### config.mk
export PLATFORM = sky130hd
export DESIGN_NAME = delimited_field_extractor
export DESIGN_NICKNAME = d
export VERILOG_FILES = /design/src/rtl/dfe_pkg.sv /design/src/rtl/delimited_field_extractor.sv /design/src/rtl/dfe_ctrl.sv /design/src/rtl/dfe_datapath.sv
export SDC_FILE = /design/constraint.sdc
export NUM_CORES = 1
export LEC_CHECK = 0
export BUFFER_PORTS_ARGS = -buffer_cell sky130_fd_sc_hd__clkbuf_2
export CORE_MARGIN = 5
export CORE_UTILIZATION = 39
export DETAILED_ROUTE_END_ITERATION = 8
export GPL_TIMING_DRIVEN = 0
export PLACE_DENSITY = 0.58
export REMOVE_ABC_BUFFERS = 1
export SLEW_MARGIN = 20
export SYNTH_ARGS = -nofsm -noshare
export SYNTH_HDL_FRONTEND = slang
export SYNTH_SLANG_ARGS = --single-unit
### constraint.sdc
create_clock -name clock -period 5.7 [get_ports clock]
set_clock_uncertainty 0.2 [all_clocks]
set_input_delay 0.57 -clock clock [delete_from_list [all_inputs] [get_ports clock]]
set_output_delay 0.57 -clock clock [all_outputs]
set_load 0.01 [all_outputs]
### src/rtl/dfe_pkg.sv
package dfe_pkg;

   localparam int BYTE_W       = 8;
   localparam int FIELD_IDX_W  = 8;
   localparam int MAX_LENGTH_W = 7;
   localparam int CSR_DATA_W   = 8;
   localparam int CSR_INDEX_W  = 1;

   localparam logic [CSR_INDEX_W-1:0] CSR_FIELD_INDEX = 1'b0;
   localparam logic [CSR_INDEX_W-1:0] CSR_MAX_LENGTH  = 1'b1;

   localparam logic [FIELD_IDX_W-1:0]  FIELD_INDEX_RESET = 8'd0;
   localparam logic [MAX_LENGTH_W-1:0] MAX_LENGTH_RESET  = 7'd64;

   localparam logic [BYTE_W-1:0] SEP_CHAR   = 8'h7C;
   localparam logic [BYTE_W-1:0] SPACE_CHAR = 8'h20;
   localparam logic [BYTE_W-1:0] NUL_CHAR   = 8'h00;
   localparam logic [BYTE_W-1:0] TAB_CHAR   = 8'h09;
   localparam logic [BYTE_W-1:0] CR_CHAR    = 8'h0D;

   // parse position within the line
   typedef enum logic [3:0] {
      PH_SKIP = 4'b0001,
      PH_LEAD = 4'b0010,
      PH_COPY = 4'b0100,
      PH_DONE = 4'b1000
   } phase_type;

   typedef enum logic [1:0] {
      ST_IDLE = 2'b01,
      ST_READ = 2'b10
   } ctrl_state_type;

   typedef struct packed {
      logic byte_en;
      logic line_end;
      logic emit_empty;
      logic rd_en;
   } dfe_cmd_type;

   typedef struct packed {
      logic empty;
      logic rd_last;
   } dfe_status_type;

   function automatic logic is_blank(input logic [BYTE_W-1:0] c);
      return (c == SPACE_CHAR) || ((c >= TAB_CHAR) && (c <= CR_CHAR));
   endfunction

endpackage

### src/rtl/delimited_field_extractor.sv
// Extracts one '|'-separated field from a line fed one byte per item, with
// leading and trailing whitespace trimmed. Byte items leave busy low, so a
// byte can be started every cycle. An end-of-line item with n trimmed bytes
// stored raises busy while the field store is read through its single read
// port, one byte per cycle. Each read reaches the result ports in the cycle
// after it. rsp_last_byte marks the final result, which shows in the first
// cycle with busy low again. A missing or blank field gives a single result
// with rsp_found low, in the cycle after the end item, without raising busy.
// There is no output back-pressure: every rsp_valid cycle carries a result
// that must be taken.
module delimited_field_extractor #(
   parameter int MAX_FIELD = 64
) (
   input  logic                                clock,
   input  logic                                reset,
   input  logic                                start,
   output logic                                busy,
   input  logic [dfe_pkg::BYTE_W-1:0]          req_line_byte,
   input  logic                                req_end_of_line,
   output logic                                rsp_valid,
   output logic [dfe_pkg::BYTE_W-1:0]          rsp_field_byte,
   output logic                                rsp_found,
   output logic                                rsp_last_byte,
   input  logic                                csr_write_en,
   input  logic [dfe_pkg::CSR_INDEX_W-1:0]     csr_index,
   input  logic [dfe_pkg::CSR_DATA_W-1:0]      csr_write_data
);

   dfe_pkg::dfe_cmd_type    cmd;
   dfe_pkg::dfe_status_type status;

   dfe_ctrl u_ctrl (
      .clock           (clock),
      .reset           (reset),
      .start           (start),
      .req_end_of_line (req_end_of_line),
      .status          (status),
      .cmd             (cmd),
      .busy            (busy)
   );

   dfe_datapath #(
      .MAX_FIELD (MAX_FIELD)
   ) u_datapath (
      .clock          (clock),
      .reset          (reset),
      .cmd            (cmd),
      .status         (status),
      .req_line_byte  (req_line_byte),
      .csr_write_en   (csr_write_en),
      .csr_index      (csr_index),
      .csr_write_data (csr_write_data),
      .rsp_valid      (rsp_valid),
      .rsp_field_byte (rsp_field_byte),
      .rsp_found      (rsp_found),
      .rsp_last_byte  (rsp_last_byte)
   );

   // a not-found item is the only one for its line and carries a zero byte
   a_not_found_single: assert property (@(posedge clock) disable iff (reset)
      rsp_valid && !rsp_found |-> rsp_last_byte && (rsp_field_byte == '0))
      else $error("not-found item is not a lone zero item");

   // the final byte of a burst shows once the read sequence has finished
   a_last_ends_burst: assert property (@(posedge clock) disable iff (reset)
      rsp_valid && rsp_found && rsp_last_byte |-> !busy)
      else $error("last item while still reading");

   // an end item either gives a result at once or starts the read burst
   a_eol_responds: assert property (@(posedge clock) disable iff (reset)
      start && !busy && req_end_of_line |=> rsp_valid || busy)
      else $error("end item with no response");

   // leaving the burst coincides with the last item
   a_burst_closes: assert property (@(posedge clock) disable iff (reset)
      $fell(busy) && !$past(reset) |-> rsp_valid && rsp_last_byte)
      else $error("burst ended without a last item");

endmodule

### src/rtl/dfe_ctrl.sv
module dfe_ctrl (
   input  logic                    clock,
   input  logic                    reset,
   input  logic                    start,
   input  logic                    req_end_of_line,
   input  dfe_pkg::dfe_status_type status,
   output dfe_pkg::dfe_cmd_type    cmd,
   output logic                    busy
);

   dfe_pkg::ctrl_state_type state_ff, state_in;
   logic accept;

   assign busy   = (state_ff == dfe_pkg::ST_READ);
   assign accept = start && !busy;

   always_comb begin
      state_in       = state_ff;
      cmd.byte_en    = 1'b0;
      cmd.line_end   = 1'b0;
      cmd.emit_empty = 1'b0;
      cmd.rd_en      = 1'b0;
      case (state_ff)
         dfe_pkg::ST_IDLE: begin
            cmd.byte_en  = accept && !req_end_of_line;
            cmd.line_end = accept && req_end_of_line;
            if (accept && req_end_of_line) begin
               if (status.empty) begin
                  cmd.emit_empty = 1'b1;
               end else begin
                  state_in = dfe_pkg::ST_READ;
               end
            end
         end
         dfe_pkg::ST_READ: begin
            cmd.rd_en = 1'b1;
            if (status.rd_last) begin
               state_in = dfe_pkg::ST_IDLE;
            end
         end
         default: begin
            state_in = dfe_pkg::ST_IDLE;
         end
      endcase
   end

   always_ff @(posedge clock) begin
      if (reset) begin
         state_ff <= dfe_pkg::ST_IDLE;
      end else begin
         state_ff <= state_in;
      end
   end

endmodule

### src/rtl/dfe_datapath.sv
module dfe_datapath #(
   parameter int MAX_FIELD = 64
) (
   input  logic                                clock,
   input  logic                                reset,
   input  dfe_pkg::dfe_cmd_type                cmd,
   output dfe_pkg::dfe_status_type             status,
   input  logic [dfe_pkg::BYTE_W-1:0]          req_line_byte,
   input  logic                                csr_write_en,
   input  logic [dfe_pkg::CSR_INDEX_W-1:0]     csr_index,
   input  logic [dfe_pkg::CSR_DATA_W-1:0]      csr_write_data,
   output logic                                rsp_valid,
   output logic [dfe_pkg::BYTE_W-1:0]          rsp_field_byte,
   output logic                                rsp_found,
   output logic                                rsp_last_byte
);

   localparam int AW = $clog2(MAX_FIELD);
   localparam logic [dfe_pkg::MAX_LENGTH_W-1:0] MaxFieldLen =
      dfe_pkg::MAX_LENGTH_W'(MAX_FIELD);

   logic [dfe_pkg::FIELD_IDX_W-1:0]  field_index_ff;
   logic [dfe_pkg::MAX_LENGTH_W-1:0] max_length_ff;

   dfe_pkg::phase_type              phase_ff, phase_in;
   logic [dfe_pkg::FIELD_IDX_W-1:0] sep_count_ff, sep_count_in;
   logic [AW-1:0]                   stored_ff, stored_in;
   logic [AW-1:0]                   trimmed_ff, trimmed_in;
   logic [AW-1:0]                   count_ff, count_in;
   logic [AW-1:0]                   rd_addr_ff, rd_addr_in;

   logic [dfe_pkg::BYTE_W-1:0] field_store [MAX_FIELD];
   logic [dfe_pkg::BYTE_W-1:0] rdata_ff;
   logic                       valid_ff, found_ff, last_ff;

   logic [dfe_pkg::MAX_LENGTH_W-1:0] limit;
   logic [AW-1:0]                    keep_limit;
   logic                             wr_en;
   logic                             c_sep, c_blank;

   assign c_sep   = (req_line_byte == dfe_pkg::SEP_CHAR);
   assign c_blank = dfe_pkg::is_blank(req_line_byte);

   // min(max_length, MAX_FIELD) - 1, floored at zero
   always_comb begin
      limit = (max_length_ff > MaxFieldLen) ? MaxFieldLen : max_length_ff;
      if (limit == '0) begin
         keep_limit = '0;
      end else begin
         keep_limit = AW'(limit - 1'b1);
      end
   end

   assign status.empty   = (trimmed_ff == '0);
   assign status.rd_last = (({1'b0, rd_addr_ff} + 1'b1) == {1'b0, count_ff});

   always_comb begin
      dfe_pkg::phase_type work;
      work         = phase_ff;
      phase_in     = phase_ff;
      sep_count_in = sep_count_ff;
      stored_in    = stored_ff;
      trimmed_in   = trimmed_ff;
      count_in     = count_ff;
      rd_addr_in   = rd_addr_ff;
      wr_en        = 1'b0;
      if (cmd.line_end) begin
         phase_in     = dfe_pkg::PH_SKIP;
         sep_count_in = '0;
         stored_in    = '0;
         trimmed_in   = '0;
         count_in     = trimmed_ff;
         rd_addr_in   = '0;
      end else if (cmd.byte_en) begin
         if (req_line_byte == dfe_pkg::NUL_CHAR) begin
            // a zero byte ends the line content
            phase_in = dfe_pkg::PH_DONE;
         end else begin
            if (work == dfe_pkg::PH_SKIP) begin
               if (sep_count_ff >= field_index_ff) begin
                  work     = dfe_pkg::PH_LEAD;
                  phase_in = dfe_pkg::PH_LEAD;
               end else if (c_sep) begin
                  sep_count_in = sep_count_ff + 1'b1;
               end
            end
            if (work == dfe_pkg::PH_LEAD) begin
               if (c_sep) begin
                  phase_in = dfe_pkg::PH_DONE;
               end else if (!c_blank) begin
                  work = dfe_pkg::PH_COPY;
               end
            end
            if (work == dfe_pkg::PH_COPY) begin
               phase_in = dfe_pkg::PH_COPY;
               if (c_sep) begin
                  phase_in = dfe_pkg::PH_DONE;
               end else if (stored_ff < keep_limit) begin
                  wr_en     = 1'b1;
                  stored_in = stored_ff + 1'b1;
                  if (!c_blank) begin
                     trimmed_in = stored_ff + 1'b1;
                  end
               end
            end
         end
      end
      if (cmd.rd_en) begin
         rd_addr_in = rd_addr_ff + 1'b1;
      end
   end

   always_ff @(posedge clock) begin
      if (reset) begin
         field_index_ff <= dfe_pkg::FIELD_INDEX_RESET;
         max_length_ff  <= dfe_pkg::MAX_LENGTH_RESET;
         phase_ff       <= dfe_pkg::PH_SKIP;
         sep_count_ff   <= '0;
         stored_ff      <= '0;
         trimmed_ff     <= '0;
         count_ff       <= '0;
         rd_addr_ff     <= '0;
         valid_ff       <= 1'b0;
         found_ff       <= 1'b0;
         last_ff        <= 1'b0;
      end else begin
         if (csr_write_en) begin
            case (csr_index)
               dfe_pkg::CSR_FIELD_INDEX: begin
                  field_index_ff <= csr_write_data;
               end
               dfe_pkg::CSR_MAX_LENGTH: begin
                  max_length_ff <= csr_write_data[dfe_pkg::MAX_LENGTH_W-1:0];
               end
               default: begin
                  field_index_ff <= field_index_ff;
               end
            endcase
         end
         phase_ff     <= phase_in;
         sep_count_ff <= sep_count_in;
         stored_ff    <= stored_in;
         trimmed_ff   <= trimmed_in;
         count_ff     <= count_in;
         rd_addr_ff   <= rd_addr_in;
         valid_ff     <= cmd.rd_en || cmd.emit_empty;
         found_ff     <= cmd.rd_en;
         last_ff      <= cmd.emit_empty || (cmd.rd_en && status.rd_last);
      end
   end

   always_ff @(posedge clock) begin
      if (wr_en) begin
         field_store[stored_ff] <= req_line_byte;
      end
      if (cmd.rd_en) begin
         rdata_ff <= field_store[rd_addr_ff];
      end
   end

   assign rsp_valid      = valid_ff;
   assign rsp_found      = found_ff;
   assign rsp_last_byte  = last_ff;
   assign rsp_field_byte = found_ff ? rdata_ff : '0;

endmodule
==> metrics.md <==
| Metric | Value |
|---|---|
| Post-layout min period | `5.24 ns` |
| Placed cell count | `1995` |
| First-pass GRT wire length | `76.7 mm` |
| Startpoint Class | `register` |
| Worst hold-check path type | `in -> reg` |
| Fin area | `0.0263 sq mm` |
| Leading area contributor after synthesis | `edfxtp_1` |
| Share of cells above drive strength 1 | `22.5%` |
| Number of global-route vias before repair | `11700` |
| H-tree levels | `2` |
| Clock Path Buffers | `3` |
| Final setup margin | `0.456 ns` |
| Syn Area/Cell | `18.6 sq um` |
| Synth Register Bits | `576` |
| DRC Markers | `0` |
| Least-Margin Pin Slew | `1.06 ns` |
| Worst Path Max Fanout | `11` |
| Crit share post-route | `92.0%` |
| Max-slew violation count | `0` |
| Antenna Violating Nets Remaining | `0` |
| Core area | `0.0590 sq mm` |
| Worst-Skew Late Latency | `0.60 ns` |
| Per-cell routed wire length | `24.2 um` |
| Nets | `1331` |
| CTS root buffer | `clkbuf_16` |
| P per Cell Area | `325 mW/mm^2` |
| Vias per cell | `5.40` |
| Pleak | `8.04 nW` |
| Worst setup EP type | `register` |
| CTS buffer count | `59` |
| Pin count of the biggest net entering global routing | `71` |
| Placer Congestion | `0.767` |
| Relative slew slack | `29.4%` |
| R2R depth | `12` |
| Synth top area cells | `edfxtp_1 (67%), mux4_2 (16%), dfxtp_1 (4.8%), nor2_1 (1.9%), ha_1 (0.97%)` |
| Hold slack | `0.117 ns` |
| Dpl hpwl | `30.5 mm` |
| Fin. Hold Viols | `0` |
| Post-synth EDFFs | `520` |
| Post-synthesis cell area | `0.0232 sq mm` |
| Iter 0 DRT Violations | `864` |
| P&R area growth vs syn | `13.3%` |
| Most frequent cells in the layout | `edfxtp_1 (520), mux4_2 (160), nor2_1 (116)` |
| Unrepaired setup endpoints after global routing | `no` |
| Initial Util | `39.3%` |
| Die X | `254 um` |
| Ports | `34` |
| Die area | `0.0645 sq mm` |
| Status | `complete, no violations` |
| GR Overflow Total | `0` |
| Worst EP required | `5.73 ns` |
| WS Path Type | `reg -> reg` |
| CTS tree | `built` |
| Chip Height | `254 um` |
| Total global-route track usage | `15.9%` |
| Yosys cell types | `57` |
| Commonest non-fill, non-tap cell in the layout | `edfxtp_1` |
| Cells after Synth | `1246` |
| Port-buffer cells | `33` |
| Fmax | `191 MHz` |
| Max_cap viols | `0` |
| Post-Layout Cell Count | `2114` |
| Setup Buffers After CTS | `0` |
| Post-cts gate resize count | `0` |
| Num Clock Sinks | `576` |
| Final setup viols | `0` |
| Share of flip-flops with an asynchronous set or reset | `0%` |
| Hold Crit Depth | `3` |
| Seq/Total Area, Yosys | `72.1%` |
| Clock slew at reported path FFs | `0.06 ns` |
| Pre-CTS worst setup slack | `0.363 ns` |
| Arrival time at the worst endpoint | `5.27 ns` |
| DR pass1 iterations | `5` |
| Final WL | `51.1 mm` |
| Synth top area share | `67.3%` |
| Initial antenna violation count | `1` |
| Via count | `11400` |
| Peak supply drop | `0.278 mV` |
| Synthesis Warnings | `0` |
| Main synth FF type | `edfxtp_1` |
| Rows | `89` |
| DP Area | `0.0244 sq mm` |
through the flow:
step / util (%) / setup TNS [ns] / power, W
6_report: 44.5 / 0 / 0.00855
5_1_grt: 44.5 / 0 / 0.00883
4_1_cts: 44.5 / 0 / 0.00864
3_5_place_dp: 41.3 / 0 / 0.00493
3_3_place_gp: 40.8 / -215.50 / 0.00492
2_1_floorplan: - / -21.75 / 0.00481
path summary, 6_finish.rpt:
path	from	end	slack, ns
worst max register to register	u_datapath.max_length_ff[6]$_SDFFE_PP1P_	u_datapath.field_store[37][3]$_DFFE_PP_	0.46
worst max-delay path	u_datapath.max_length_ff[6]$_SDFFE_PP1P_	u_datapath.field_store[37][3]$_DFFE_PP_	0.46
worst min register to register	u_datapath.count_ff[3]$_SDFFE_PP0P_	u_datapath.count_ff[3]$_SDFFE_PP0P_	0.27
worst min-delay path	csr_write_en	u_datapath.max_length_ff[5]$_SDFFE_PP0P_	0.12
logic make-up after synthesis:
group           after synthesis  share of synthesized area [%]
flops                       576                           72.1
simple gates                280                           5.90
mux                         168                           15.9
compound gates               97                           2.81
buf+inv                      85                           1.47
xor+xnor                     22                          0.830
fa+ha+maj                    18                          0.971
synth_stat cells, types with 2 or more instances:
library cell / count
a211oi_1: 9
a21oi_1: 27
a22oi_1: 20
a31oi_1: 4
and2_1: 13
and3_1: 5
and4b_1: 2
buf_1: 13
buf_2: 18
clkbuf_1: 38
dfxtp_1: 56
edfxtp_1: 520
ha_1: 18
inv_1: 16
mux2i_1: 7
mux4_2: 160
nand2_1: 52
nand2b_1: 9
nand3_1: 23
nand3b_1: 4
nand4_1: 12
nor2_1: 116
nor2b_1: 8
nor3_1: 9
nor4_1: 3
nor4b_1: 2
o211ai_1: 3
o21ai_0: 14
o21ai_1: 2
o22ai_1: 3
o31ai_1: 3
or3_1: 8
or4_1: 5
xnor2_1: 11
xor2_1: 11
flip-flops by register name, indices dropped and copies added (netlist names):
register	count
u_ctrl.state_ff	2
u_datapath.count_ff	6
u_datapath.field_index_ff	8
u_datapath.field_store	512
u_datapath.max_length_ff	7
u_datapath.phase_ff	4
u_datapath.rd_addr_ff	6
u_datapath.rdata_ff	8
u_datapath.rsp_found	1
u_datapath.rsp_last_byte	1
u_datapath.rsp_valid	1
u_datapath.sep_count_ff	8
u_datapath.stored_ff	6
u_datapath.trimmed_ff	6
critical path: stages (launching register included):
cell and delay [ns]:
dfxtp_1 0.46, nand2b_1 0.21, ha_1 0.18, nand2b_1 0.07, or3_1 0.36, o21ai_0 0.11, ha_1 0.27, a211oi_1 0.23
o22ai_1 0.13, a211oi_2 0.31, and2_1 0.41, nand4_1 0.89, nor2_1 1.03
metal layers:
layer  part of all wire, %  vias up  GRT usage [%]
li1                      -     5136              -
met1                    46     5898           23.6
met2                    46      303           24.6
met3                   5.5       87           3.10
met4                   2.1        2           4.03
met5                 0.016        -              0
report_power, final:
group          internal, W  total (W)  switching [W]
Combinational    0.0000634   0.000222       0.000159
Sequential         0.00461    0.00462      0.0000126
Clock              0.00212    0.00370        0.00158
Total              0.00679    0.00855        0.00175
final cells by class:
| cell class | instances | area [sq um] |
|---|---|---|
| antenna | 1 | 2.50 |
| sequential | 576 | 16700 |
| multi-input combinational | 585 | 6130 |
| fill | 5083 | 32700 |
| clock buffer | 83 | 1590 |
| timing repair buffer | 53 | 543 |
| inverter | 16 | 60.1 |
| tap | 773 | 967 |
| clock inverter | 27 | 248 |
repair_timing:
action                                  in CTS  in global routing
hold buffers                                 8                  0
endpoints found under the setup margin       0                  0
endpoints found under the hold margin       10                  0
(Power assumes the default switching activity.)
